$ cat config.mk
export PLATFORM = sky130hd
export DESIGN_NAME = signed_integer_to_radix_digits_core
export DESIGN_NICKNAME = d
export VERILOG_FILES = /design/src/design/sird_pkg.sv /design/src/design/signed_integer_to_radix_digits_core.sv /design/src/design/sird_ctrl.sv /design/src/design/sird_dp.sv
export VERILOG_INCLUDE_DIRS = /design/src /design/src/design
export SDC_FILE = /design/constraint.sdc
export NUM_CORES = 1
export LEC_CHECK = 0
export ABC_CLOCK_PERIOD_IN_PS = 38800
export BUFFER_PORTS_ARGS = -buffer_cell sky130_fd_sc_hd__buf_2
export CAP_MARGIN = 20
export CORE_MARGIN = 3
export CORE_UTILIZATION = 45
export DETAILED_ROUTE_END_ITERATION = 7
export SLEW_MARGIN = 0
export SYNTH_ARGS = -nofsm -noshare
export SYNTH_HDL_FRONTEND = slang
export SYNTH_SLANG_ARGS = --single-unit
export TNS_END_PERCENT = 1
$ cat constraint.sdc
create_clock -name clk -period 38.8 [get_ports clk]
set_input_delay 0 -clock clk [delete_from_list [all_inputs] [get_ports clk]]
set_output_delay 0 -clock clk [all_outputs]
set_load 0.05 [all_outputs]
$ cat src/design/signed_integer_to_radix_digits_core_defines.svh
// Assertion macros shared by the radix digit converter RTL.
`ifndef SIGNED_INTEGER_TO_RADIX_DIGITS_CORE_DEFINES_SVH
`define SIGNED_INTEGER_TO_RADIX_DIGITS_CORE_DEFINES_SVH

`ifndef ASSERT_OFF
// Clocked assertion that is switched off while reset is high.
`define SIRD_ASSERT(label, clock, reset, prop, msg) \
  label: assert property (@(posedge clock) disable iff (reset) prop) else $error(msg);
// Clocked assertion that is also checked during reset.
`define SIRD_ASSERT_ALWAYS(label, clock, prop, msg) \
  label: assert property (@(posedge clock) prop) else $error(msg);
`else
`define SIRD_ASSERT(label, clock, reset, prop, msg)
`define SIRD_ASSERT_ALWAYS(label, clock, prop, msg)
`endif

`endif

$ cat src/design/sird_pkg.sv
// Types and constants shared by the radix digit converter modules.
`default_nettype none

package sird_pkg;

  // Character constants used by the alphabet check and the sign output.
  localparam logic [7:0] MINUS_CHAR     = 8'h2D;
  localparam logic [7:0] PLUS_CHAR      = 8'h2B;
  localparam logic [7:0] PRINTABLE_LOW  = 8'd32;
  localparam logic [7:0] PRINTABLE_HIGH = 8'd126;

  // Alphabet storage and divider step count.
  localparam int NUM_SYMBOLS = 16;
  localparam int DIV_STEPS   = 8;

  // Configuration register indexes.
  localparam logic [1:0] REG_RADIX        = 2'd0;
  localparam logic [1:0] REG_SYMBOLS_LOW  = 2'd1;
  localparam logic [1:0] REG_SYMBOLS_HIGH = 2'd2;

  // Controller states.
  typedef enum logic [2:0] {
    ST_IDLE,
    ST_CHECK,
    ST_DIV,
    ST_STORE,
    ST_SIGN,
    ST_READ,
    ST_PUT
  } state_t;

  // Commands from the controller to the datapath.
  typedef struct packed {
    logic load;
    logic div_start;
    logic div_next;
    logic div_step;
    logic store;
    logic idx_dec;
    logic out_sign;
    logic out_digit;
  } cmd_t;

  // Status from the datapath to the controller.
  typedef struct packed {
    logic alpha_ok;
    logic div_last;
    logic conv_done;
    logic neg;
    logic idx_zero;
    logic out_free;
  } status_t;

endpackage

`default_nettype wire

$ cat src/design/signed_integer_to_radix_digits_core.sv
// Top level of the signed integer to radix digit text converter.
// Converts one signed value per input transaction into its text in the configured
// radix (2 to MAX_RADIX), most significant digit first, with a leading minus for
// negative values; the last character carries final_char. An invalid alphabet gives
// no output at all. The divider retires eight dividend bits per cycle, and the digit
// buffer has a registered read. Input is taken only between conversions; the last
// character may still wait in the output register.
`default_nettype none

module signed_integer_to_radix_digits_core
  import sird_pkg::*;
#(
  parameter int MAX_RADIX  = 16,
  parameter int VALUE_BITS = 32
) (
  input  wire logic                         clk,
  input  wire logic                         rst,
  input  wire logic                         cfg_write,
  input  wire logic [1:0]                   cfg_index,
  input  wire logic [63:0]                  cfg_data,
  input  wire logic                         in_valid,
  output logic                              in_ready,
  input  wire logic signed [VALUE_BITS-1:0] value,
  output logic                              out_valid,
  input  wire logic                         out_ready,
  output logic [7:0]                        character,
  output logic                              final_char
);

  cmd_t    cmd;
  status_t status;

  // Sequencer.
  sird_ctrl u_ctrl (
    .clk      (clk),
    .rst      (rst),
    .in_valid (in_valid),
    .in_ready (in_ready),
    .status   (status),
    .cmd      (cmd)
  );

  // Registers, divider, digit buffer and output stage.
  sird_dp #(
    .MAX_RADIX  (MAX_RADIX),
    .VALUE_BITS (VALUE_BITS)
  ) u_dp (
    .clk        (clk),
    .rst        (rst),
    .cfg_write  (cfg_write),
    .cfg_index  (cfg_index),
    .cfg_data   (cfg_data),
    .value      (value),
    .out_valid  (out_valid),
    .out_ready  (out_ready),
    .character  (character),
    .final_char (final_char),
    .cmd        (cmd),
    .status     (status)
  );

endmodule

`default_nettype wire

$ cat src/design/sird_ctrl.sv
// Controller state machine of the radix digit converter.
`default_nettype none

module sird_ctrl
  import sird_pkg::*;
(
  input  wire logic    clk,
  input  wire logic    rst,
  input  wire logic    in_valid,
  output logic         in_ready,
  input  wire status_t status,
  output cmd_t         cmd
);

  state_t state;
  state_t state_next;

  // State register.
  always_ff @(posedge clk) begin
    if (rst) begin
      state <= ST_IDLE;
    end else begin
      state <= state_next;
    end
  end

  // Next state and datapath commands.
  always_comb begin
    state_next = state;
    cmd        = '0;
    in_ready   = 1'b0;
    case (state)
      ST_IDLE: begin
        in_ready = 1'b1;
        if (in_valid) begin
          cmd.load   = 1'b1;
          state_next = ST_CHECK;
        end
      end
      ST_CHECK: begin
        // An invalid alphabet drops the transaction without output.
        if (status.alpha_ok) begin
          cmd.div_start = 1'b1;
          state_next    = ST_DIV;
        end else begin
          state_next = ST_IDLE;
        end
      end
      ST_DIV: begin
        cmd.div_step = 1'b1;
        if (status.div_last) begin
          state_next = ST_STORE;
        end
      end
      ST_STORE: begin
        cmd.store = 1'b1;
        if (status.conv_done) begin
          state_next = ST_SIGN;
        end else begin
          cmd.div_next = 1'b1;
          state_next   = ST_DIV;
        end
      end
      ST_SIGN: begin
        if (!status.neg) begin
          state_next = ST_READ;
        end else if (status.out_free) begin
          cmd.out_sign = 1'b1;
          state_next   = ST_READ;
        end
      end
      ST_READ: begin
        state_next = ST_PUT;
      end
      ST_PUT: begin
        if (status.out_free) begin
          cmd.out_digit = 1'b1;
          if (status.idx_zero) begin
            state_next = ST_IDLE;
          end else begin
            cmd.idx_dec = 1'b1;
            state_next  = ST_READ;
          end
        end
      end
      default: begin
        state_next = ST_IDLE;
      end
    endcase
  end

endmodule

`default_nettype wire

$ cat src/design/sird_dp.sv
// Datapath of the radix digit converter: registers, divider, digit buffer, output.
`default_nettype none
`include "signed_integer_to_radix_digits_core_defines.svh"

module sird_dp
  import sird_pkg::*;
#(
  parameter int MAX_RADIX  = 16,
  parameter int VALUE_BITS = 32
) (
  input  wire logic                         clk,
  input  wire logic                         rst,
  input  wire logic                         cfg_write,
  input  wire logic [1:0]                   cfg_index,
  input  wire logic [63:0]                  cfg_data,
  input  wire logic signed [VALUE_BITS-1:0] value,
  output logic                              out_valid,
  input  wire logic                         out_ready,
  output logic [7:0]                        character,
  output logic                              final_char,
  input  wire cmd_t                         cmd,
  output status_t                           status
);

  localparam int CHUNKS = (VALUE_BITS + DIV_STEPS - 1) / DIV_STEPS;
  localparam int PW     = CHUNKS * DIV_STEPS;
  localparam int CHW    = (CHUNKS > 1) ? $clog2(CHUNKS) : 1;
  localparam int AW     = $clog2(VALUE_BITS);
  localparam int CW     = $clog2(VALUE_BITS + 1);

  // Configuration registers.
  logic [4:0]                   radix;
  logic [63:0]                  symbols_low;
  logic [63:0]                  symbols_high;
  logic [8*NUM_SYMBOLS-1:0]     syms;
  logic                         alpha_ok;
  logic                         alpha_ok_comb;
  logic [7:0]                   sym_a;

  // Conversion state.
  logic                         neg;
  logic [VALUE_BITS-1:0]        mag;
  logic [PW-1:0]                work;
  logic [PW-1:0]                work_step;
  logic [3:0]                   rem;
  logic [3:0]                   rem_step;
  logic [4:0]                   trial;
  logic [CHW-1:0]               chunk;
  logic [CW-1:0]                count;
  logic [AW-1:0]                idx;
  logic [3:0]                   digit_mem [VALUE_BITS];
  logic [3:0]                   rd_data;
  logic                         out_free;

  assign syms = {symbols_high, symbols_low};

  // Register writes; unknown indexes are ignored.
  always_ff @(posedge clk) begin
    if (rst) begin
      radix        <= '0;
      symbols_low  <= '0;
      symbols_high <= '0;
    end else if (cfg_write) begin
      case (cfg_index)
        REG_RADIX:        radix        <= cfg_data[4:0];
        REG_SYMBOLS_LOW:  symbols_low  <= cfg_data;
        REG_SYMBOLS_HIGH: symbols_high <= cfg_data;
        default: ;
      endcase
    end
  end

  // Alphabet check: radix range, printable symbols without signs, no duplicates.
  always_comb begin
    alpha_ok_comb = (radix >= 5'd2) && (radix <= 5'(MAX_RADIX));
    sym_a = '0;
    for (int i = 0; i < NUM_SYMBOLS; i++) begin
      sym_a = syms[i*8 +: 8];
      if (5'(i) < radix) begin
        if (sym_a == MINUS_CHAR || sym_a == PLUS_CHAR ||
            sym_a < PRINTABLE_LOW || sym_a > PRINTABLE_HIGH) begin
          alpha_ok_comb = 1'b0;
        end
        for (int j = i + 1; j < NUM_SYMBOLS; j++) begin
          if (5'(j) < radix && syms[j*8 +: 8] == sym_a) begin
            alpha_ok_comb = 1'b0;
          end
        end
      end
    end
  end

  // The check result is registered; it is consulted in the cycle after acceptance.
  always_ff @(posedge clk) begin
    if (rst) begin
      alpha_ok <= 1'b0;
    end else begin
      alpha_ok <= alpha_ok_comb;
    end
  end

  // Eight restoring division steps per cycle, dividend bits MSB first.
  always_comb begin
    work_step = work;
    rem_step  = rem;
    trial     = '0;
    for (int s = 0; s < DIV_STEPS; s++) begin
      trial     = {rem_step, work_step[PW-1]};
      work_step = {work_step[PW-2:0], 1'b0};
      if (trial >= radix) begin
        trial        = trial - radix;
        work_step[0] = 1'b1;
      end
      rem_step = trial[3:0];
    end
  end

  // Input capture: sign and unsigned magnitude.
  always_ff @(posedge clk) begin
    if (cmd.load) begin
      neg <= value[VALUE_BITS-1];
      mag <= value[VALUE_BITS-1] ? (~value + 1'b1) : value;
    end
  end

  // Divider registers: the work word becomes the quotient after all chunks.
  always_ff @(posedge clk) begin
    if (cmd.div_start) begin
      work  <= PW'(mag);
      rem   <= '0;
      chunk <= '0;
    end else if (cmd.div_next) begin
      rem   <= '0;
      chunk <= '0;
    end else if (cmd.div_step) begin
      work  <= work_step;
      rem   <= rem_step;
      chunk <= chunk + 1'b1;
    end
  end

  // Digit counter.
  always_ff @(posedge clk) begin
    if (rst) begin
      count <= '0;
    end else if (cmd.div_start) begin
      count <= '0;
    end else if (cmd.store) begin
      count <= count + 1'b1;
    end
  end

  // Read pointer: starts on the most significant digit just stored.
  always_ff @(posedge clk) begin
    if (cmd.store) begin
      idx <= count[AW-1:0];
    end else if (cmd.idx_dec) begin
      idx <= idx - 1'b1;
    end
  end

  // Digit buffer, least significant digit at address zero.
  always_ff @(posedge clk) begin
    if (cmd.store) begin
      digit_mem[count[AW-1:0]] <= rem;
    end
    rd_data <= digit_mem[idx];
  end

  assign out_free = !out_valid || out_ready;

  // Output register.
  always_ff @(posedge clk) begin
    if (rst) begin
      out_valid <= 1'b0;
    end else if (cmd.out_sign || cmd.out_digit) begin
      out_valid <= 1'b1;
    end else if (out_ready) begin
      out_valid <= 1'b0;
    end
  end

  always_ff @(posedge clk) begin
    if (cmd.out_sign) begin
      character  <= MINUS_CHAR;
      final_char <= 1'b0;
    end else if (cmd.out_digit) begin
      character  <= syms[{rd_data, 3'b000} +: 8];
      final_char <= (idx == '0);
    end
  end

  // Status to the controller.
  always_comb begin
    status.alpha_ok  = alpha_ok;
    status.div_last  = (chunk == CHW'(CHUNKS - 1));
    status.conv_done = (work == '0) || (count == CW'(VALUE_BITS - 1));
    status.neg       = neg;
    status.idx_zero  = (idx == '0);
    status.out_free  = out_free;
  end

  // A stored digit always lies below the radix and inside the buffer.
  `SIRD_ASSERT(a_digit_range, clk, rst, cmd.store |-> ({1'b0, rem} < radix), "digit not below radix")
  `SIRD_ASSERT(a_store_bound, clk, rst, cmd.store |-> (count < CW'(VALUE_BITS)), "buffer overrun")
  // The output register is loaded only when its transaction has gone or goes now.
  `SIRD_ASSERT(a_out_free, clk, rst, (cmd.out_sign || cmd.out_digit) |-> out_free, "output overwritten")
  // A new conversion starts with an empty digit count.
  `SIRD_ASSERT(a_start_clear, clk, rst, cmd.div_start |=> (count == '0), "count not cleared")

endmodule

`default_nettype wire

==> results of run 1 <==
registers in the layout, indices dropped and copies added (netlist names), 5 cells and up:
signal             cells
u_dp.digit_mem       128
u_dp.symbols_high     64
u_dp.symbols_low      64
u_dp.mag              32
u_dp.work             32
u_dp.character         8
u_dp.count             6
u_dp.idx               5
u_dp.radix             5
worst max-delay path by stage:
stage                                           from  slack, ps                        to
after CTS                   u_dp.rem[1]$_SDFFE_PP0P_      24360  u_dp.rem[2]$_SDFFE_PP0P_
after detailed placement    u_dp.rem[1]$_SDFFE_PP0P_      24420  u_dp.rem[2]$_SDFFE_PP0P_
after global routing      u_dp.radix[1]$_SDFFE_PP0P_      23280  u_dp.rem[2]$_SDFFE_PP0P_
final                     u_dp.radix[1]$_SDFFE_PP0P_      24520  u_dp.rem[2]$_SDFFE_PP0P_
after floorplan           u_dp.radix[1]$_SDFFE_PP0P_      26170  u_dp.rem[2]$_SDFFE_PP0P_
after global placement      u_dp.rem[1]$_SDFFE_PP0P_      25110  u_dp.rem[2]$_SDFFE_PP0P_
critical path, delay by kind of cell, from the launching register on:
family	cells	cell delay, ps
flops	1	690
compound gates	30	6870
fa+ha+maj	8	2540
mux	6	2480
simple gates	7	1360
buf+inv	2	230
area by class of cell:
class	instances	area, um^2	area share
Multi-Input combinational cell	2498	18560	0.5558
Sequential cell	361	9215	0.2760
Timing Repair Buffer	392	3020	0.09048
Tap cell	855	1070	0.03205
Clock buffer	51	1062	0.03182
Clock inverter	22	281.5	0.008433
Inverter	46	172.7	0.005172
Antenna cell	2	5.005	0.0001499
cell usage after synthesis, types with 33 or more instances:
cell type and instances:
sky130_fd_sc_hd__nor4_1 111, sky130_fd_sc_hd__xor2_1 375, sky130_fd_sc_hd__buf_1 84, sky130_fd_sc_hd__xnor2_1 621, sky130_fd_sc_hd__nand2_1 401, sky130_fd_sc_hd__nand3_1 41
sky130_fd_sc_hd__ha_1 48, sky130_fd_sc_hd__nor2_1 109, sky130_fd_sc_hd__dfxtp_1 163, sky130_fd_sc_hd__a21oi_1 188, sky130_fd_sc_hd__a21o_1 33, sky130_fd_sc_hd__clkbuf_1 113
sky130_fd_sc_hd__buf_2 150, sky130_fd_sc_hd__inv_1 46, sky130_fd_sc_hd__a31oi_1 40, sky130_fd_sc_hd__mux4_2 80, sky130_fd_sc_hd__nor3_1 71, sky130_fd_sc_hd__edfxtp_1 198
sky130_fd_sc_hd__nand4_1 167
power by group through the flow:
stage / logic [uW] / clock network, uW / registers (uW)
6_report: 2980 / 390 / 502
5_1_grt: 3260 / 415 / 500
4_1_cts: 2950 / 399 / 511
3_5_place_dp: 2910 / 0 / 519
3_3_place_gp: 2790 / 0 / 519
2_1_floorplan: 2370 / 0 / 512
logic make-up (layout without fill, tap and decap cells):
| kind of cell | after synthesis | in the layout | synth area share |
|---|---|---|---|
| buffers and inverters | 393 | 511 | 0.05652 |
| multiplexers | 97 | 97 | 0.06737 |
| XOR/XNOR | 996 | 996 | 0.2965 |
| AO/OA/AOI/OAI | 381 | 381 | 0.07953 |
| AND/OR/NAND/NOR | 968 | 968 | 0.1612 |
| adder cells (fa/ha/maj) | 56 | 56 | 0.02586 |
| flip-flops | 361 | 361 | 0.3130 |
| other | 0 | 2 | 0 |
metal layers:
layer | up-vias | routed length (um) | part of all wire | global-route usage
li1 | 11412 | - | - | -
met1 | 12533 | 42290 | 0.39 | 0.4026
met2 | 1743 | 46150 | 0.43 | 0.4620
met3 | 510 | 13410 | 0.12 | 0.09762
met4 | 2 | 6492 | 0.060 | 0.1601
met5 | - | 13 | 0.00012 | 0
metrics by stage:
stage | hold WS (ps) | utilization | worst slack, ps
floorplan | 98.87 | - | 26170
global placement | 234.6 | 0.4759 | 25110
detailed placement | 239.8 | 0.4759 | 24420
CTS | 21.02 | 0.5155 | 24360
global route | 69.65 | 0.5168 | 23280
finish | 54.18 | 0.5169 | 24520
==> results summary, run 1 <==
The run finished with clean final reports. The library cells used most frequently in the layout, excluding fill and tap cells, are sky130_fd_sc_hd__xnor2_1, sky130_fd_sc_hd__nand2_1, sky130_fd_sc_hd__xor2_1. Power spread over the standard cell area amounts to 115.9 nW/um^2.

For this block, the via count after detailed routing is 26200. The switching part of the total power is 0.4823. The most numerous cell on the critical path is sky130_fd_sc_hd__a21o_1. The count of standard-cell rows came out at 93. After detailed placement, the total cell area comes to 30740 um^2.

The HPWL after detailed placement is 67300 um. The maximum clock insertion buffer count is 3. The largest clock skew in the final design came out at 31.71 ps. Setup repair after global routing left no endpoint under its margin. The number of cells on the worst reg-to-reg path is 53. The post-detailed-route count of antenna-violating nets came out at 0.

In the synthesized netlist, the number of instances is 3252. The count of final hold-check violations is 0. The floorplan die area is 68480 um^2. At the end of the flow, the number of nets in the layout was 3498. The final wirelength is around 110000 um. The total setup buffers inserted after CTS came out at 0.

The number of sinks handled by clock tree synthesis came out at 361. The post-placement cell count came out at 4027. The number of slew-limit violations in the final report was 0.

The post-synthesis register bit count is 361. The library cell used most frequently in the layout, excluding fill and tap cells, is sky130_fd_sc_hd__xnor2_1. Ranked by total cell area, the synthesized netlist is headed by sky130_fd_sc_hd__edfxtp_1, sky130_fd_sc_hd__xnor2_1, sky130_fd_sc_hd__xor2_1. The synthesized area per cell is 9.046 um^2. The reg-to-reg critical path endpoint is u_dp.rem[2]$_SDFFE_PP0P_. Along the worst path, the maximum fanout reaches 12. The required time at the worst-slack endpoint is 39300 ps. The final cycle utilization of the critical path is 0.3681.

The setup path with the least slack is of type flop to flop. The share of power burned in the clock network is 0.101. The worst min-delay path startpoint is cfg_write.

In this run, the number of DRC markers left after iteration 0 of detailed routing was 3018. Clock latency on the worst-skew pair, taken at its later pin, is ~600 ps. The floorplan step defined a core boundary enclosing 64580 um^2. The first global-routing pass estimated ~160000 um of wire. The number of nets in the synthesized netlist is 3411. During synthesis, Yosys emitted a total of 0 warnings.

The worst endpoint data arrival time is 14790 ps. The final weighted congestion of routability-driven global placement came out at 1.027. The routed wirelength normalized by instance count is 25.64 um. TritonCTS built the clock tree. The worst voltage drop across the vdd grid is ~0.69 mV. The achievable frequency came out at 70.01 MHz.

The largest net degree at the start of global routing is 72. The die is 261.7 um wide. The vertical die dimension came out at 261.7 um. The I/O pin count is between 100 and 150. The sequential fraction of design power came out at 0.130. Adding up every negative setup slack in the final design gives 0 ps. Summing internal, switching and leakage power gives 3870 uW.

The worst setup path is launched from a flop. In this design, the stage delay of the slowest critical-path cell is 700 ps. The number of standard cells in the layout, taps in and fillers out came out at between 4000 and 5000.

In this run the clock root is driven by a sky130_fd_sc_hd__clkbuf_16. Of the cells placed in the final design, the portion with a size suffix greater than 1 is 0.1315. Once the clock tree was built, the resizer swapped 0 gates to a different size.

For hold timing, the worst endpoint is u_dp.radix[1]$_SDFFE_PP0P_. The hold path depth is 5. The layout overhead on the synthesized area came out at 13.47%. Across every metal layer, demand over resource in global routing totals 0.3096. The share of synthesized area occupied by flip-flops and latches came out at 0.3130. The post-synthesis cell type count came out at between 70 and 80. The fill cell instance count of the final layout came out at around 5900. The number of synthesized flops with an enable pin is a little under 200. The total overflow reported by the global router is 0. The share of the synthesized area in the top cell type is 0.2021. The internal portion of the total power is 2003 uW. Of the total power, combinational logic draws 0.769. The clock period minus worst slack is 14280 ps. In the routed layout, each cell is associated on average with a via count of 6.198. The largest individual stage delay along the critical path comes from the cell sky130_fd_sc_hd__a21oi_1.

The initial antenna violation count came out at 3. The slew at the pin with the worst max-slew slack is roughly 1200 ps. For this configuration, the core starts out at a cell density of 0.4555. The number of detailed-routing iterations run before antenna repair is 6. In the synthesized netlist the dominant register cell turns out to be sky130_fd_sc_hd__edfxtp_1. The net switching power came out at roughly 1900 uW. The post-route standard cell area excluding fillers is 33380 um^2. The total standard cell area after synthesis came out at 29420 um^2. The source of the worst register-to-register timing path is u_dp.radix[1]$_SDFFE_PP0P_.

The number of global-route vias before repair came out at 25693. The CTS clock-pin slew for the worst setup and hold paths came out at roughly 60 ps. The tightest min-delay check is of the input pin to flop type. For this design the static power due to leakage is about 0.013 uW. The fraction of registers with async set or reset after synthesis is 0. The library cell occupying the most area in the post-synthesis netlist is sky130_fd_sc_hd__edfxtp_1. The final count of negative-setup-slack endpoints is 0. The internal reg-to-reg setup slack came out at 24520 ps. The number of max-cap violations is 0.

The total of hold buffers inserted after clock tree synthesis is 121. The kind of capture point of the worst setup path is a flop. The count of buffers added on input and output ports is 113.

The CTS H-tree depth came out at 2. The post-detailed-route DRC marker count came out at 0. The number of buffers created by CTS is 40. The worst slew margin relative to its limit came out at 0.1684.
Power figures use the tool's default switching activity.
==> inputs of run 2 (changes only) <==
--- a/config.mk
+++ b/config.mk
@@ -6,7 +6,7 @@
 export SDC_FILE = /design/constraint.sdc
 export NUM_CORES = 1
 export LEC_CHECK = 0
-export ABC_CLOCK_PERIOD_IN_PS = 38800
+export ABC_CLOCK_PERIOD_IN_PS = 13120
 export BUFFER_PORTS_ARGS = -buffer_cell sky130_fd_sc_hd__buf_2
 export CAP_MARGIN = 20
 export CORE_MARGIN = 3
==> constraint.sdc (replaced) <==
create_clock -name clk -period 13.12 [get_ports clk]
set_input_delay 0 -clock clk [delete_from_list [all_inputs] [get_ports clk]]
set_output_delay 0 -clock clk [all_outputs]
set_load 0.05 [all_outputs]
==> results summary, run 2 (same netlist as run 1, synthesis figures left out) <==
The clock period minus worst slack is 12380 ps (-1905 ps). The setup TNS came to 0 ps (unchanged). The required time at the worst-slack endpoint is 13620 ps (-25680 ps). The largest stage delay on the critical path came out at 380 ps (-320 ps). The clock latency reported for the late side of the worst-skew pair is 610 ps (about the same). The number of buffer cells added on primary ports came out at 113 (unchanged).

The count of final hold-check violations is 0 (unchanged). STA classifies the critical path endpoint as a flop. The share of the core filled with cells came out at 0.5189 (+0.002034). For this design, the slowest cell found on the critical path is sky130_fd_sc_hd__mux2_2.

The HPWL after detailed placement came out at 68020 um (+1.1%). The number of slew-limit violations in the final report is 0 (unchanged). The clock tree from TritonCTS is built.

The worst slew margin relative to its limit came out at 0.1736 (+0.005218). Grouping stages by cell kind, the critical path spends the most delay in compound AO/OA/AOI/OAI gates. The largest clock skew in the final design came out at 28.94 ps (-2.767 ps). The largest fanout on the critical path was 10 (-2). The largest net degree at the start of global routing came out at 83 (+15%). The initial antenna violation count is 0 (-3). The horizontal die dimension came out at 261.7 um (unchanged). The achievable frequency came to 80.78 MHz (+15%).

The post-detailed-route count of antenna-violating nets came out at 0 (unchanged). The worst endpoint data arrival time came out at 12880 ps (-1910 ps). The number of buffers created by CTS is 40 (unchanged). The number of global-route vias before repair came out at 25593 (-0.39%). The total number of nets in the final design came out at 3511 (+0.37%).

The number of cells on the worst reg-to-reg path is 55 (+3.8%). The total setup buffers inserted after CTS is 0 (unchanged). The sum of buffers and inverters on the critical path was 5 (+3). The post-placement cell count came out at 4036 (+0.22%). The antenna cell count is 0 (-2). The post-detailed-route DRC marker count came out at 0 (unchanged). Leaving out fill and tap cells, the most frequent cells in the layout are sky130_fd_sc_hd__xnor2_1, sky130_fd_sc_hd__nand2_1, sky130_fd_sc_hd__xor2_1. The global-route wire length before repair is 160400 um (about the same). The vertical die dimension is 261.7 um (unchanged). The initial core utilization came out at 0.4555 (unchanged). The number of max-cap violations came out at 0 (unchanged). The count of standard-cell rows is 93 (unchanged).

The CTS clock-pin slew for the worst setup and hold paths is 60 ps (about the same). The total overflow reported by the global router was 0 (unchanged). The final wirelength came out at 108400 um (about the same). The library cell used most frequently in the layout, excluding fill and tap cells, is sky130_fd_sc_hd__xnor2_1. The tightest hold margin is 37.04 ps (-17.14 ps). The number of detailed-routing iterations run before antenna repair is 7 (+1).

The static power due to leakage came out at 0.01287 uW (+0.54%). The CTS H-tree depth came to 2 (unchanged). The slew at the pin with the worst max-slew slack is 1231 ps (-7.775 ps). The routed wirelength normalized by instance count came out at 25.58 um (-0.20%). The number of standard cells in the layout, taps in and fillers out is 4238 (+0.26%). The clock tree root driver cell is sky130_fd_sc_hd__clkbuf_16. The total power density per cell area came out at 334.8 nW/um^2 (+190%). The flip-flop count of the largest register after layout came out at 128 (unchanged).

The area of the core is 64580 um^2 (unchanged). The I/O pin count was 114 (unchanged). The violation count after the first detailed-route iteration came out at 3141 (+4.1%). The worst voltage drop across the vdd grid came out at 1.555 mV (+130%).

The path class of the tightest hold or removal check is input pin to flop. STA classifies the critical path startpoint as a flop. The number of sinks handled by clock tree synthesis is 361 (unchanged). The setup path with the least slack is of type flop to flop. The final cycle utilization of the critical path came out at 0.9435 (+0.5753). The final count of negative-setup-slack endpoints was 0 (unchanged). The most numerous cell on the critical path is sky130_fd_sc_hd__a21o_1.

The count of cell instances traversed by the critical path came out at 55 (+3.8%). The floorplan die area is 68480 um^2 (unchanged). The maximum clock insertion buffer count was 3 (unchanged). The via density per instance came out at 6.174 (-0.40%). The flow ran to the end, and the final reports show no timing, DRC or antenna violations.

The hold path depth came to 4 (-1). The all-layer global routing usage came out at 0.3100 (+0.0003411). The fraction of final layout cells sized beyond drive strength 1 is 0.1360 (+0.004520).

The final weighted congestion of routability-driven global placement is 1.033 (+0.65%). The layout overhead on the synthesized area is 13.92%. The total via count after detailed routing came out at 26164 (-0.14%).
## run 2: changes by cell type in the layout (fill, tap and decap cells not counted), sizes merged
cell	change
buf	+5
bufinv	-2
clkbuf	+4
clkinv	+1
clkinvlp	-2
diode	-2
dlygate4sd3	+8
inv	-1
## run 2: final timing paths
kind,start,endpoint,slack (ps)
worst max-delay path,u_dp.radix[1]$_SDFFE_PP0P_,u_dp.rem[2]$_SDFFE_PP0P_,740
worst max register to register,u_dp.radix[1]$_SDFFE_PP0P_,u_dp.rem[2]$_SDFFE_PP0P_,740
worst min-delay path,in_valid,u_ctrl.state[0]$_SDFFE_PP0P_,40
worst min register to register,u_dp.character[7]$_SDFFE_PP0P_,u_dp.character[7]$_SDFFE_PP0P_,450
## run 2: cell type report
cell class,count,area [um^2]
multi-input cells,2498,18650
well taps,855,1070
clock inverters,18,214.0
fillers,5840,31070
flip-flops and latches,361,9213
repair buffers,405,3103
inverters,46,172.7
clock buffers,55,1090
## run 2: routing by layer
metal	share of wire	GRT usage	vias up
met1	0.40	0.4119	12632
met5	0	0	-
li1	-	-	11433
met3	0.12	0.08365	501
met2	0.42	0.4601	1598
met4	0.063	0.1657	0
## run 2: metrics by stage
stage / instance area (um^2) / power, uW / worst slack (ps)
floorplan: 29420 / 7174 / 490.5
global placement: 30790 / 9423 / 257.9
detailed placement: 30820 / 9500 / -65.99
CTS: 33420 / 10720 / 36.33
global route: 33510 / 12370 / -38.98
finish: 33510 / 11220 / 741.4
## run 2: timing repair
action                     in CTS  in global routing
hold buffers                  129                  0
gates resized for setup         1                 18
setup endpoints to repair       3                  5
hold endpoints to repair      173                  0
gates cloned                    0                  0
## run 2: where the power goes
| group | switching [uW] | total (uW) | internal (uW) |
|---|---|---|---|
| logic | 4630 | 8670 | 4040 |
| registers | 19.6 | 1430 | 1410 |
| clock network | 496 | 1130 | 632 |
## run 2: worst register-to-register path: cells and delay by family, from the launching register on
family / cells / cell delay, ps
buffers and inverters: 5 / 620
flip-flops: 1 / 330
AO/OA/AOI/OAI: 30 / 5950
multiplexers: 5 / 1660
adder cells (fa/ha/maj): 8 / 2410
AND/OR/NAND/NOR: 7 / 1340
